$ cat src/hdl/ptc_pkg.sv
package ptc_pkg;

    typedef enum logic [2:0] {
        FUNC_WRITE     = 3'd0,
        FUNC_READ      = 3'd1,
        FUNC_TIMER     = 3'd2,
        FUNC_ENVELOPE  = 3'd3,
        FUNC_LENGTH    = 3'd4,
        FUNC_SWEEP     = 3'd5
    } t_func;

    typedef enum logic [1:0] {
        REG_DUTY_VOL   = 2'd0,
        REG_SWEEP      = 2'd1,
        REG_PERIOD_LO  = 2'd2,
        REG_LENGTH_HI  = 2'd3
    } t_reg_addr;

    typedef struct packed {
        logic [2:0] func;
        logic [1:0] reg_addr;
        logic [7:0] write_data;
    } t_in_item;

    typedef struct packed {
        logic [7:0] read_data;
        logic [3:0] sample;
    } t_out_item;

    localparam logic [10:0] PERIOD_MAX = 11'h7FF;
    localparam logic [3:0]  ENV_TOP    = 4'd15;

    // bit n is the level at duty step n
    localparam logic [7:0] DUTY_WAVE [4] = '{
        8'b1000_0000,
        8'b1100_0000,
        8'b1111_0000,
        8'b0011_1111
    };

    localparam logic [7:0] LENGTH_LOAD [32] = '{
        8'd10,  8'd254, 8'd20,  8'd2,  8'd40,  8'd4,  8'd80,  8'd6,
        8'd160, 8'd8,   8'd60,  8'd10, 8'd14,  8'd12, 8'd26,  8'd14,
        8'd12,  8'd16,  8'd24,  8'd18, 8'd48,  8'd20, 8'd96,  8'd22,
        8'd192, 8'd24,  8'd72,  8'd26, 8'd16,  8'd28, 8'd32,  8'd30
    };

endpackage

$ cat src/hdl/pulse_tone_channel.sv
// Square-wave tone channel with sweep, volume envelope and length counter.
// Every input item (register write, register read, or a timer, envelope,
// length or sweep tick) updates the channel state at the edge it is accepted
// and yields one result item in the next cycle: the read byte (zero unless a
// read) and the 4-bit sample as it stands after the item. One item per clock
// is taken; the only limit is the single result register, which stalls input
// only while its item waits on i_out_ready. The config register is written
// through its own channel, always ready, and must change only while idle.
module pulse_tone_channel (
    input  logic                 i_clk,
    input  logic                 i_rst_n,
    input  logic                 i_cfg_valid,
    output logic                 o_cfg_ready,
    input  logic                 i_cfg_data,
    input  logic                 i_in_valid,
    output logic                 o_in_ready,
    input  ptc_pkg::t_in_item    i_in_item,
    output logic                 o_out_valid,
    input  logic                 i_out_ready,
    output ptc_pkg::t_out_item   o_out_item
);

    logic        r_ones_neg;
    logic [1:0]  r_duty_select,  n_duty_select;
    logic        r_loop_halt,    n_loop_halt;
    logic        r_const_vol,    n_const_vol;
    logic [3:0]  r_volume,       n_volume;
    logic        r_sweep_on,     n_sweep_on;
    logic [2:0]  r_sweep_div,    n_sweep_div;
    logic        r_sweep_down,   n_sweep_down;
    logic [2:0]  r_sweep_amt,    n_sweep_amt;
    logic [10:0] r_tone_period,  n_tone_period;
    logic [4:0]  r_length_index, n_length_index;
    logic        r_env_restart,  n_env_restart;
    logic [3:0]  r_env_level,    n_env_level;
    logic        r_sweep_restart, n_sweep_restart;
    logic [2:0]  r_sweep_count,  n_sweep_count;
    logic [10:0] r_period_count, n_period_count;
    logic [2:0]  r_duty_step,    n_duty_step;
    logic [7:0]  r_length_count, n_length_count;

    logic               r_out_valid;
    ptc_pkg::t_out_item r_out_item;
    ptc_pkg::t_out_item n_out_item;

    logic        in_fire;
    logic [10:0] sweep_delta;
    logic [11:0] sweep_sum;
    logic [11:0] sweep_sub;
    logic [10:0] sweep_target;
    logic [7:0]  rd;
    logic [7:0]  duty_bits;

    assign o_cfg_ready = 1'b1;
    assign o_in_ready  = !r_out_valid || i_out_ready;
    assign in_fire     = i_in_valid && o_in_ready;
    assign o_out_valid = r_out_valid;
    assign o_out_item  = r_out_item;

    // sweep target, saturating both ways
    always_comb begin
        sweep_delta = r_tone_period >> r_sweep_amt;
        sweep_sum   = {1'b0, r_tone_period} + {1'b0, sweep_delta};
        sweep_sub   = {1'b0, sweep_delta} + {11'd0, r_ones_neg};
        if (r_sweep_down) begin
            sweep_target = (sweep_sub > {1'b0, r_tone_period}) ? 11'd0
                         : r_tone_period - sweep_sub[10:0];
        end else begin
            sweep_target = sweep_sum[11] ? ptc_pkg::PERIOD_MAX : sweep_sum[10:0];
        end
    end

    always_comb begin
        n_duty_select   = r_duty_select;
        n_loop_halt     = r_loop_halt;
        n_const_vol     = r_const_vol;
        n_volume        = r_volume;
        n_sweep_on      = r_sweep_on;
        n_sweep_div     = r_sweep_div;
        n_sweep_down    = r_sweep_down;
        n_sweep_amt     = r_sweep_amt;
        n_tone_period   = r_tone_period;
        n_length_index  = r_length_index;
        n_env_restart   = r_env_restart;
        n_env_level     = r_env_level;
        n_sweep_restart = r_sweep_restart;
        n_sweep_count   = r_sweep_count;
        n_period_count  = r_period_count;
        n_duty_step     = r_duty_step;
        n_length_count  = r_length_count;
        rd              = 8'd0;

        case (i_in_item.func)
            ptc_pkg::FUNC_WRITE: begin
                case (i_in_item.reg_addr)
                    ptc_pkg::REG_DUTY_VOL: begin
                        n_duty_select = i_in_item.write_data[7:6];
                        n_loop_halt   = i_in_item.write_data[5];
                        n_const_vol   = i_in_item.write_data[4];
                        n_volume      = i_in_item.write_data[3:0];
                    end
                    ptc_pkg::REG_SWEEP: begin
                        n_sweep_on      = i_in_item.write_data[7];
                        n_sweep_div     = i_in_item.write_data[6:4];
                        n_sweep_down    = i_in_item.write_data[3];
                        n_sweep_amt     = i_in_item.write_data[2:0];
                        n_sweep_restart = 1'b1;
                    end
                    ptc_pkg::REG_PERIOD_LO: begin
                        n_tone_period = {r_tone_period[10:8], i_in_item.write_data};
                    end
                    ptc_pkg::REG_LENGTH_HI: begin
                        n_length_index = i_in_item.write_data[7:3];
                        n_tone_period  = {i_in_item.write_data[2:0], r_tone_period[7:0]};
                        n_length_count = ptc_pkg::LENGTH_LOAD[i_in_item.write_data[7:3]];
                        n_env_restart  = 1'b1;
                        n_duty_step    = 3'd0;
                    end
                    default: begin
                    end
                endcase
            end
            ptc_pkg::FUNC_READ: begin
                case (i_in_item.reg_addr)
                    ptc_pkg::REG_DUTY_VOL:
                        rd = {r_duty_select, r_loop_halt, r_const_vol,
                              r_const_vol ? r_volume : r_env_level};
                    ptc_pkg::REG_SWEEP:
                        rd = {r_sweep_on, r_sweep_div, r_sweep_down, r_sweep_amt};
                    ptc_pkg::REG_PERIOD_LO:
                        rd = r_tone_period[7:0];
                    ptc_pkg::REG_LENGTH_HI:
                        rd = {r_length_index, r_tone_period[10:8]};
                    default:
                        rd = 8'd0;
                endcase
            end
            ptc_pkg::FUNC_TIMER: begin
                if (r_period_count != 11'd0) begin
                    n_period_count = r_period_count - 11'd1;
                end else begin
                    n_duty_step    = r_duty_step + 3'd1;
                    n_period_count = r_tone_period;
                end
            end
            ptc_pkg::FUNC_ENVELOPE: begin
                if (r_env_restart) begin
                    n_env_level   = ptc_pkg::ENV_TOP;
                    n_env_restart = 1'b0;
                end else if (r_env_level != 4'd0) begin
                    n_env_level = r_env_level - 4'd1;
                end else if (r_loop_halt) begin
                    n_env_level = ptc_pkg::ENV_TOP;
                end
            end
            ptc_pkg::FUNC_LENGTH: begin
                if (!r_loop_halt && r_length_count != 8'd0) begin
                    n_length_count = r_length_count - 8'd1;
                end
            end
            ptc_pkg::FUNC_SWEEP: begin
                if (r_sweep_restart) begin
                    if (r_sweep_on && r_sweep_count == 3'd0) begin
                        n_tone_period = sweep_target;
                    end
                    n_sweep_count   = r_sweep_div;
                    n_sweep_restart = 1'b0;
                end else if (r_sweep_count != 3'd0) begin
                    n_sweep_count = r_sweep_count - 3'd1;
                end else if (r_sweep_on) begin
                    n_tone_period = sweep_target;
                    n_sweep_count = r_sweep_div;
                end
            end
            default: begin
            end
        endcase

        // sample from the state as it stands after the item
        duty_bits            = ptc_pkg::DUTY_WAVE[n_duty_select];
        n_out_item.read_data = rd;
        if ((!n_loop_halt && n_length_count == 8'd0) || !duty_bits[n_duty_step]) begin
            n_out_item.sample = 4'd0;
        end else begin
            n_out_item.sample = n_const_vol ? n_volume : n_env_level;
        end
    end

    always_ff @(posedge i_clk) begin
        if (!i_rst_n) begin
            r_ones_neg      <= 1'b0;
            r_duty_select   <= '0;
            r_loop_halt     <= 1'b0;
            r_const_vol     <= 1'b0;
            r_volume        <= '0;
            r_sweep_on      <= 1'b0;
            r_sweep_div     <= '0;
            r_sweep_down    <= 1'b0;
            r_sweep_amt     <= '0;
            r_tone_period   <= '0;
            r_length_index  <= '0;
            r_env_restart   <= 1'b0;
            r_env_level     <= '0;
            r_sweep_restart <= 1'b0;
            r_sweep_count   <= '0;
            r_period_count  <= '0;
            r_duty_step     <= '0;
            r_length_count  <= '0;
            r_out_valid     <= 1'b0;
        end else begin
            if (i_cfg_valid && o_cfg_ready) begin
                r_ones_neg <= i_cfg_data;
            end
            if (in_fire) begin
                r_duty_select   <= n_duty_select;
                r_loop_halt     <= n_loop_halt;
                r_const_vol     <= n_const_vol;
                r_volume        <= n_volume;
                r_sweep_on      <= n_sweep_on;
                r_sweep_div     <= n_sweep_div;
                r_sweep_down    <= n_sweep_down;
                r_sweep_amt     <= n_sweep_amt;
                r_tone_period   <= n_tone_period;
                r_length_index  <= n_length_index;
                r_env_restart   <= n_env_restart;
                r_env_level     <= n_env_level;
                r_sweep_restart <= n_sweep_restart;
                r_sweep_count   <= n_sweep_count;
                r_period_count  <= n_period_count;
                r_duty_step     <= n_duty_step;
                r_length_count  <= n_length_count;
                r_out_valid     <= 1'b1;
            end else if (i_out_ready) begin
                r_out_valid <= 1'b0;
            end
        end
    end

    always_ff @(posedge i_clk) begin
        if (in_fire) begin
            r_out_item <= n_out_item;
        end
    end

endmodule

$ cat config.mk
export PLATFORM = sky130hd
export DESIGN_NAME = pulse_tone_channel
export DESIGN_NICKNAME = d
export VERILOG_FILES = /design/src/hdl/ptc_pkg.sv /design/src/hdl/pulse_tone_channel.sv
export SDC_FILE = /design/constraint.sdc
export NUM_CORES = 1
export LEC_CHECK = 0
export BUFFER_PORTS_ARGS = -buffer_cell sky130_fd_sc_hd__buf_2
export CORE_MARGIN = 2
export CORE_UTILIZATION = 45
export DETAILED_ROUTE_END_ITERATION = 6
export REMOVE_ABC_BUFFERS = 1
export SLEW_MARGIN = 40
export SYNTH_ARGS = -nofsm -noshare
export SYNTH_HDL_FRONTEND = slang
export SYNTH_SLANG_ARGS = --single-unit
$ cat constraint.sdc
create_clock -name i_clk -period 6 [get_ports i_clk]
set_input_delay 0.3 -clock i_clk [delete_from_list [all_inputs] [get_ports i_clk]]
set_output_delay 0.3 -clock i_clk [all_outputs]
set_load 0.005 [all_outputs]
Yosys cells after proc, flatten, opt, wreduce, memory -nomap -nowiden:

Memory sizes are Yosys's and may differ from the RTL's.
Cells that the tools add are included.

* flip-flop bits (word level): 77
* bits in latches: 0
* RAM bits: 0
* ROM bits: 256
* input port bits: 19
* output and inout port bits: 15
* memories kept: 1

* add/sub/neg operators: 8
* $mul: 0
* divide/modulo/power cells: 0
* order comparisons: 4
* equality and inequality tests: 16
* shift operators: 1
* multiplexer cells: 47
* bitwise operators: 2
* reductions and logical operators: 30

Memories
* (no name shown): words 32, bits a word 8, rd ports 1, clocked after memory_dff 0, wr ports 0, line pulse_tone_channel.sv:115 `n_length_count = ptc_pkg::LENGTH_LOAD[i_in_item.write_data[7:3]];`

Operators with widths (count)
* two-way mux 11 bit: 8
* two-way mux 8 bit: 6
* one-hot mux 11 bit (2 select lines): 2
* two-way mux 4 bit: 8
* one-hot mux 8 bit (4 select lines): 1
* binary-select mux 8 bit (select 2 bit): 1
* one-hot mux 8 bit (2 select lines): 1
* two-way mux 3 bit: 5
* AND reduction 3 bit: 5
* AND reduction 7 bit: 2
* adder 11 x 1 -> 12 bit: 1
* adder 11 x 11 -> 12 bit: 1
* greater-than comparator 12 x 11 -> 1 bit: 1
* nonzero test 11 bit: 1
* >> shifter 11 x 3 -> 11 bit: 1
* subtractor 11 x 1 -> 11 bit (second input constant): 1
* subtractor 11 bit: 1
* inequality test 2 bit (second input constant): 5
* two-way mux 1 bit: 9
* inequality test 3 bit (second input constant): 3
* zero test 8 bit: 1
* nonzero test 8 bit: 1
* subtractor 8 x 1 -> 8 bit (second input constant): 1
* equality test 3 x 2 -> 1 bit (second input constant): 2
* 25 further kinds: 40

Logic depth before layout (Yosys ltp):

Gate-level depths: netlist of run 1.

* word-level depth: 11
* depth in mapped cells: 21

Worst setup path after synthesis of run 1:

Ideal clock, no wire load.

* path kind: register to register
* start: reg r_sweep_amt[0]
* end: reg r_tone_period[1]
* setup time: 0.134 ns
* arrival: 4.137 ns
* required time: 5.866 ns
* path slack: 1.729 ns
* cell stages (with the launch flop): 18
* path buffers: 3
* cells stage by stage: dfxtp_1 buf_2 buf_2 mux4_2 o21ai_0 ha_1 o21ai_1 or4b_2 xnor2_1 ha_1 and4_1 nand3_1 o221ai_1 o21ai_0 o31a_1 buf_6 a221oi_1 a211oi_1

* word-level cells in the longest chain between the ends: 9
* elaborated cells on any way between the ends: 13
* classes of those cells: add/sub: 3; order compare: 1; shift: 1; mux: 8

RTL lines
* start, declared: line pulse_tone_channel.sv:31 `logic [2:0] r_sweep_amt, n_sweep_amt;`
* start signal, assigned: line pulse_tone_channel.sv:222 `r_sweep_amt <= n_sweep_amt;`
* >> shifter 11 x 3 -> 11 bit *: line pulse_tone_channel.sv:62 `sweep_delta = r_tone_period >> r_sweep_amt;`
* adder 11 x 1 -> 12 bit: line pulse_tone_channel.sv:64 `sweep_sub = {1'b0, sweep_delta} + {11'd0, r_ones_neg};`
* subtractor 11 bit / greater-than comparator 12 x 11 -> 1 bit (equally long branches): line pulse_tone_channel.sv:67, pulse_tone_channel.sv:66
* two-way mux 11 bit: line pulse_tone_channel.sv:66 `sweep_target = (sweep_sub > {1'b0, r_tone_period}) ? 11'd0`
* two-way mux 11 bit *: line pulse_tone_channel.sv:65 `if (r_sweep_down) begin`
* two-way mux 11 bit: line pulse_tone_channel.sv:170 `end else if (r_sweep_on) begin`
* two-way mux 11 bit: line pulse_tone_channel.sv:168 `end else if (r_sweep_count != 3'd0) begin`
* two-way mux 11 bit *: line pulse_tone_channel.sv:162 `if (r_sweep_restart) begin`
* one-hot mux 11 bit (2 select lines) *: line pulse_tone_channel.sv:93 `case (i_in_item.func)`
* end signal, assigned: line pulse_tone_channel.sv:223 `r_tone_period <= n_tone_period;`
* end, declared: line pulse_tone_channel.sv:32 `logic [10:0] r_tone_period, n_tone_period;`

Mark *: on every way between the ends. The rest lies on a longest branch, timed or not. The select of a mux whose other input is x is not followed.
A chain may end at the register's enable or synchronous reset.

Worst setup path in the final report of run 1:

* start: reg r_tone_period[1]
* end: reg r_tone_period[5]

* word-level cells in the longest chain between the ends: 9
* elaborated cells on any way between the ends: 13
* classes of those cells: add/sub: 3; order compare: 1; shift: 1; mux: 8

RTL lines (line)
* >> shifter 11 x 3 -> 11 bit: pulse_tone_channel.sv:62
* adder 11 x 1 -> 12 bit: pulse_tone_channel.sv:64
* subtractor 11 bit / greater-than comparator 12 x 11 -> 1 bit (equally long branches): pulse_tone_channel.sv:67, pulse_tone_channel.sv:66
* two-way mux 11 bit: pulse_tone_channel.sv:66
* two-way mux 11 bit *: pulse_tone_channel.sv:65
* two-way mux 11 bit: pulse_tone_channel.sv:170
* two-way mux 11 bit: pulse_tone_channel.sv:168
* two-way mux 11 bit *: pulse_tone_channel.sv:162
* one-hot mux 11 bit (2 select lines) *: pulse_tone_channel.sv:93

Marked as above.

==> results of run 1 <==
report_power, final:
| part | internal (W) | switching, W | leakage [nW] |
|---|---|---|---|
| combinational | 0.0000720 | 0.000132 | 2.03 |
| sequential | 0.000538 | 0.0000151 | 0.648 |
| clock | 0.000407 | 0.000239 | 0.164 |
| total | 0.00102 | 0.000386 | 2.85 |
registers in the layout (all words and copies together) (netlist names), 2 cells and up:
register        flops
o_out_item         12
r_length_index      5
r_length_count      8
r_duty_select       2
r_duty_step         3
r_sweep_amt         3
r_env_level         4
r_sweep_div         3
r_volume            4
r_sweep_count       3
r_period_count     11
r_tone_period      11
how the worst max path moves through the flow:
stage                      from          endpoint  slack (ns)  depth (start not counted)
6_report       r_tone_period[1]  r_tone_period[5]        1.11                         18
5_1_grt        r_tone_period[1]  r_tone_period[5]        0.86                         18
4_1_cts          r_sweep_amt[0]  r_tone_period[5]        0.97                         17
3_5_place_dp     r_sweep_amt[0]  r_tone_period[5]        0.97                         17
2_1_floorplan    r_sweep_amt[0]  r_tone_period[5]        1.68                         14
3_3_place_gp     r_sweep_amt[0]  r_tone_period[5]        1.17                         17
routing by layer:
| metal | wire length, um | part of all wire (%) |
|---|---|---|
| met4 | 631 | 3.1 |
| met2 | 9040 | 44 |
| met5 | 0 | 0 |
| met1 | 9170 | 45 |
| met3 | 1510 | 7.4 |
cells in the final DEF, fill, tap and decap left out, drive strengths merged, types with 9 or more instances in the layout:
cell type and n:
buf 37, o211ai 12, edfxtp 12, xnor2 15, o21ai 43, mux2i 32
nor3 28, nand2 65, a221oi 14, a211oi 18, a21oi 72, nand3 19
and2 9, or3 10, nand2b 12, nor2b 11, inv 56, clkbuf 10
mux4 9, nor2 102, ha 49, nor4 10, dfxtp 65
stage by stage:
stage | hold slack (ns) | total power (W)
6_report | 0.181 | 0.00140
5_1_grt | 0.236 | 0.00145
4_1_cts | 0.185 | 0.00140
3_5_place_dp | 0.449 | 0.000765
3_3_place_gp | 0.441 | 0.000761
2_1_floorplan | 0.419 | 0.000690
worst max-delay path, cell delays in order, from the launching register on:
cell,delay [ns]
sky130_fd_sc_hd__dfxtp_1,0.56
sky130_fd_sc_hd__inv_1,0.23
sky130_fd_sc_hd__mux4_2,0.48
sky130_fd_sc_hd__o21ai_0,0.27
sky130_fd_sc_hd__ha_1,0.27
sky130_fd_sc_hd__ha_1,0.23
sky130_fd_sc_hd__nand2_1,0.09
sky130_fd_sc_hd__nor4_1,0.41
sky130_fd_sc_hd__nand2_1,0.16
sky130_fd_sc_hd__mux2i_1,0.16
sky130_fd_sc_hd__o21ai_0,0.12
sky130_fd_sc_hd__ha_1,0.33
sky130_fd_sc_hd__inv_1,0.14
sky130_fd_sc_hd__o21ai_0,0.14
sky130_fd_sc_hd__o22a_1,0.22
sky130_fd_sc_hd__o21ai_0,0.09
sky130_fd_sc_hd__o31a_1,0.49
sky130_fd_sc_hd__a221oi_1,0.18
sky130_fd_sc_hd__a211oi_1,0.23
area by class of cell:
type	count	area (um^2)	area share [%]
multi-input combinational	669	4540	63.2
sequential	77	1660	23.1
tap	184	230	3.20
timing repair buffer	37	198	2.75
inverter	58	218	3.03
clock buffer	10	229	3.18
clock inverter	6	111	1.55
cells by family (layout without fill, tap and decap cells):
family	Yosys count	after routing	share of synthesized area, %
other cells	1	1	0.0567
compound gates	241	241	24.2
fa+ha+maj	51	51	9.87
flops	77	77	25.1
simple gates	306	306	22.6
mux	48	48	9.10
buf+inv	103	111	6.20
xor+xnor	22	22	2.91
cells in the mapped netlist, drive strengths merged (4+ instances only):
cell     number  area share [%]
mux2i        32             4.8
a21oi        72             5.4
and3          6            0.57
inv          56             3.2
o31ai         8            0.91
buf           9            0.87
and2          9            0.85
nand4         4            0.38
nand3        19             1.4
o311ai        6            0.79
a31oi         7            0.66
dfxtp        65              20
or3          10            0.95
nand2        65             3.7
mux4          9             3.1
a21o          6            0.68
a221oi       14             1.9
ha           49             9.3
nor3b         6            0.68
nor3         28             2.1
edfxtp       12             5.4
a211oi       18             2.0
clkbuf       36             2.0
or2           5            0.47
o21ai        43             3.3
o22ai         7            0.66
nand2b       12             1.1
xnor2        15             2.0
o31a          4            0.53
mux2          7             1.2
or4           4            0.45
nor4         10            0.95
o2111ai       4            0.53
o21a          7            0.79
o211ai       12             1.4
xor2          7            0.93
nor2        102             5.8
nor2b        11             1.0
or3b          5            0.66
o211a         5            0.76
==> run summary, run 1 <==
Power
* 195 nW/um^2 — power density over the cells
* 2.85 nW — leakage power summed over all cells
* 0.000176 V — worst vdd rail ir drop

CTS
* 9 — number of buffers created by CTS
* 3 — H-tree level count
* 77 — number of sinks driven by the clock tree
* done — CTS tree
* 0 — Setup Fix Bufs, Post-CTS
* 0 — post-cts hold buffer count
* 2 — Longest Clk Path Bufs
* 0 — post-cts resize count
* sky130_fd_sc_hd__clkbuf_16 — root buf cell
* 0.07 ns — Clock Pin Slew Worst Setup and Hold Paths
* 0.35 ns — Worst-Skew Late Latency

Logic synthesis
* 77 — synthesis-stage register bit count
* 6620 um^2 — combined area of all synthesized cells
* 25.1% — proportion of synthesized chip area in sequential cells
* sky130_fd_sc_hd__dfxtp_1 — Post-synth top flop
* 0 — warning count from the yosys run
* 0% — share of async-settable or async-resettable flops after synthesis
* 7.79 um^2 — Mean Syn Cell Area
* 74 — Netlist cell types
* 849 — Gate Count Post-Synth
* 12 — number of synthesized flops with an enable pin

Hold path
* 3 — worst hold path cell count
* i_cfg_data — Worst Min Path Start
* in2reg — path type of the worst min-delay path
* r_ones_neg — terminating pin of the worst hold path

Floorplanning
* 125 um — die outline width
* 34 — number of placed I/O pins
* 125 um — vertical extent of the die
* 14400 um^2 — core box area
* 45.9% — starting density of the core
* 15700 um^2 — die area
* 44 — number of cell rows

Layout
* 49.9% — final standard cell utilization of the core
* 1438 — # fillers
* 0 — Antenna Cells
* 9.33% — share of layout cells above drive strength 1
* 922 — final layout net count
* 8.72% — Layout Area Growth over Synthesis
* 7190 um^2 — area of all placed cells without fillers
* 1041 — Post-Layout Cell Count

Timing
* 4.89 ns — final period demand of the worst path
* 0.00805 ns — worst clock skew
* 0 — Final Hold Viols
* 0 ns — Fin Setup TNS
* 1.11 ns — smallest setup slack after layout
* 204 MHz — highest achievable clock rate
* 0.907 ns — Slew @ Worst Pin
* no — unrepaired setup endpoints after global routing
* 81.6% — period utilisation layout
* 0 — setup violators final
* 0 — count of final max-slew check failures
* 39.4% — Rel. slew slack

Drt
* 0 — number of remaining DRC errors
* 6 — count of TritonRoute iterations in the first routing pass
* 19.6 um — routed length per instance
* 0 — antenna-violating nets left
* 20400 um — routed wire length
* 6554 — vias post-DR
* 816 — number of violations reported at the end of detailed-routing iteration 0
* 6.30 — mean number of vias per cell

Critical path
* reg2reg — category of the critical setup timing path
* flop — Critical Path End Type
* 6.27 ns — data required time of the worst path
* 5.16 ns — worst endpoint data arrival time
* 18 — worst-case reg-to-reg path depth
* r_tone_period[5] — reg2reg end
* 11 — largest fanout on the critical path
* r_tone_period[1] — r2r startpoint
* flop — type of origin of the critical path
* 1.11 ns — slack of the worst reg-to-reg path

Global routing
* 26.0% — aggregate global-route resource usage
* 6204 — via count of the first global-routing pass
* 4.45% — met3 GRT Util
* 36.4% — met1 track utilization from global routing
* 61 — maximum number of pins on one net before global-route repair
* met2 — busiest grt layer
* 0 — initial antenna violation count
* 40.0% — met2 Track Usage GR
* 32700 um — global-route wire length before repair
* 0 — global route total overflow

Status
* finished, final reports clean — outcome

Placement
* 0.905 — weighted congestion at the end of routability-driven global placement
* 6850 um^2 — Post-Place Cell Area
* 1025 — Post-Place Cells
* 0.974 ns — worst slack after detailed placement
* 14900 um — estimated wirelength of the detail-placed design
* 32 — Port-buffer cells

Run
* 0 — count of max-cap constraint violations

No activity file was read; power rests on OpenSTA's default activity.
==> run 2: changes to the inputs <==
clock period = 4 ns   (was 6 ns; I/O delays follow)
==> run 2 against run 1 <==
Utilization increased by 3.9 points. Critical path type unchanged. Sequential power increased by 50%. The run now ends with negative setup slack left. Clock-buffer cell count increased by 1. Largest cell class unchanged. Setup slack got worse by 1.1 ns.
==> run summary, run 2 (synthesis results as in run 1) <==
Status
* finished with violations — outcome
* negative setup slack — violated checks

Drt
* 0 — antenna-violating nets left, unchanged
* 6904 — vias post-DR, +5.3%
* 20.1 um — routed length per instance, +2.8%
* 22100 um — routed wire length, +8.4%
* 5 — count of TritonRoute iterations in the first routing pass, -1
* 6.29 — mean number of vias per cell, -0.13%
* 0 — number of remaining DRC errors, unchanged
* 821 — number of violations reported at the end of detailed-routing iteration 0, +0.61%

Timing
* yes — unrepaired setup endpoints after global routing
* 5 — setup violators final, +5
* 248 MHz — highest achievable clock rate, +21%
* 0.00694 ns — worst clock skew, -0.00112 ns
* 0.769 ns — Slew @ Worst Pin, -0.138 ns
* 4.04 ns — final period demand of the worst path, -0.858 ns
* -0.0359 ns — smallest setup slack after layout, -1.14 ns
* 47.9% — Rel. slew slack, +8.5 points
* 0 — Final Hold Viols, unchanged
* 0 — count of final max-slew check failures, unchanged
* 101% — period utilisation layout, +19 points

Layout
* sky130_fd_sc_hd__nor2_1 — commonest non-fill, non-tap cell in the layout
* 0 — Antenna Cells, unchanged
* sky130_fd_sc_hd__nor2_1, sky130_fd_sc_hd__a21oi_1, sky130_fd_sc_hd__nand2_1 — commonest cells after routing, fill and taps aside
* 979 — final layout net count, +6.2%
* 53.7% — final standard cell utilization of the core, +3.9 points
* 12 — max reg flops, unchanged
* 1098 — Post-Layout Cell Count, +5.5%
* 17.1% — Layout Area Growth over Synthesis
* 17.6% — share of layout cells above drive strength 1, +8.3 points

Critical path
* 4.24 ns — data required time of the worst path, -2.03 ns
* 4 — largest fanout on the critical path, -7
* 16 — worst-case reg-to-reg path depth, -2
* reg2reg — category of the critical setup timing path
* flop — type of origin of the critical path
* flop — Critical Path End Type
* 4.27 ns — worst endpoint data arrival time, -0.89 ns

Floorplanning
* 34 — number of placed I/O pins, unchanged
* 15700 um^2 — die area, unchanged
* 14400 um^2 — core box area, unchanged
* 125 um — die outline width, unchanged
* 44 — number of cell rows, unchanged
* 125 um — vertical extent of the die, unchanged
* 45.9% — starting density of the core, unchanged

Power
* 0.000191 V — worst vdd rail ir drop, +8.7%
* 3.19 nW — leakage power summed over all cells, +12%
* 263 nW/um^2 — power density over the cells, +35%

Placement
* 16300 um — estimated wirelength of the detail-placed design, +9.9%
* 32 — Port-buffer cells, unchanged
* 0.985 — weighted congestion at the end of routability-driven global placement, +8.9%
* 1076 — Post-Place Cells, +5.0%

CTS
* 9 — number of buffers created by CTS, unchanged
* 2 — Longest Clk Path Bufs, unchanged
* sky130_fd_sc_hd__clkbuf_16 — root buf cell
* 0.34 ns — Worst-Skew Late Latency, about the same
* done — CTS tree
* 0.06 ns — Clock Pin Slew Worst Setup and Hold Paths, about the same
* 3 — H-tree level count, unchanged
* 77 — number of sinks driven by the clock tree, unchanged

Global routing
* 0 — global route total overflow, unchanged
* 61 — maximum number of pins on one net before global-route repair, unchanged
* 0 — initial antenna violation count, unchanged
* 6563 — via count of the first global-routing pass, +5.8%
* 35300 um — global-route wire length before repair, +7.8%
* 27.7% — aggregate global-route resource usage, +1.7 points

Run
* 0 — count of max-cap constraint violations, unchanged

Hold path
* 3 — worst hold path cell count, unchanged
* in2reg — path type of the worst min-delay path

==> run 2: stage by stage <==
step           hold WS [ns]  setup slack [ns]  area, um^2  TNS [ns]  total power [W]
2_1_floorplan         0.319            -0.321        6420     -2.87          0.00103
3_3_place_gp          0.438           -0.0972        7230    -0.503          0.00114
3_5_place_dp          0.447            -0.186        7230     -1.20          0.00115
4_1_cts               0.116            0.0195        7570         0          0.00203
5_1_grt               0.153            -0.224        7750     -1.77          0.00211
6_report              0.116           -0.0359        7750   -0.0765          0.00203
==> run 2: power by group <==
part	internal [W]	total, W	switching, W
Combinational	0.000117	0.000325	0.000208
Sequential	0.000806	0.000827	0.0000210
Clock	0.000544	0.000882	0.000338
==> run 2: path summary, 6_finish.rpt <==
check | slack (ns) | startpoint | end
hold reg to reg | 0.46 | r_length_index[3] | r_length_index[3]
hold / removal | 0.12 | i_cfg_data | r_ones_neg
setup reg to reg | -0.04 | r_sweep_amt[0] | r_tone_period[2]
setup / recovery | -0.04 | r_sweep_amt[0] | r_tone_period[2]
==> run 2: repair_timing <==
item / CTS / global route
gates resized for setup: 10 / 29
hold buffers: 0 / 0
endpoints found under the setup margin: 11 / 11
buffers inserted: 0 / 6
pin swaps: 0 / 13
==> run 2: metal layers <==
metal	wire length, um	track usage, %	part of all wire (%)
met1	9870	38.5	45
met2	9950	45.1	45
met3	1710	3.72	7.8
met4	518	8.24	2.3
met5	0	0	0
==> run 2: layout make-up <==
class,count,area (um^2)
flip-flops and latches,77,1670
fillers,1387,6680
inverters,58,218
repair buffers,94,646
clock buffers,11,233
clock inverters,5,76.3
multi-input cells,669,4670
well taps,184,230
==> run 2: worst max-delay path, cell delays in order, from the launching register on <==
cell	delay [ns]
sky130_fd_sc_hd__dfxtp_2	0.37
sky130_fd_sc_hd__mux4_2	0.52
sky130_fd_sc_hd__o21ai_2	0.22
sky130_fd_sc_hd__ha_2	0.27
sky130_fd_sc_hd__o21ai_2	0.08
sky130_fd_sc_hd__buf_4	0.14
sky130_fd_sc_hd__or4b_4	0.55
sky130_fd_sc_hd__xnor2_2	0.16
sky130_fd_sc_hd__ha_1	0.33
sky130_fd_sc_hd__and3_4	0.19
sky130_fd_sc_hd__nand4_1	0.09
sky130_fd_sc_hd__o22a_1	0.20
sky130_fd_sc_hd__o21ai_1	0.08
sky130_fd_sc_hd__o31a_1	0.23
sky130_fd_sc_hd__buf_4	0.17
sky130_fd_sc_hd__a221oi_1	0.07
sky130_fd_sc_hd__a211oi_1	0.26
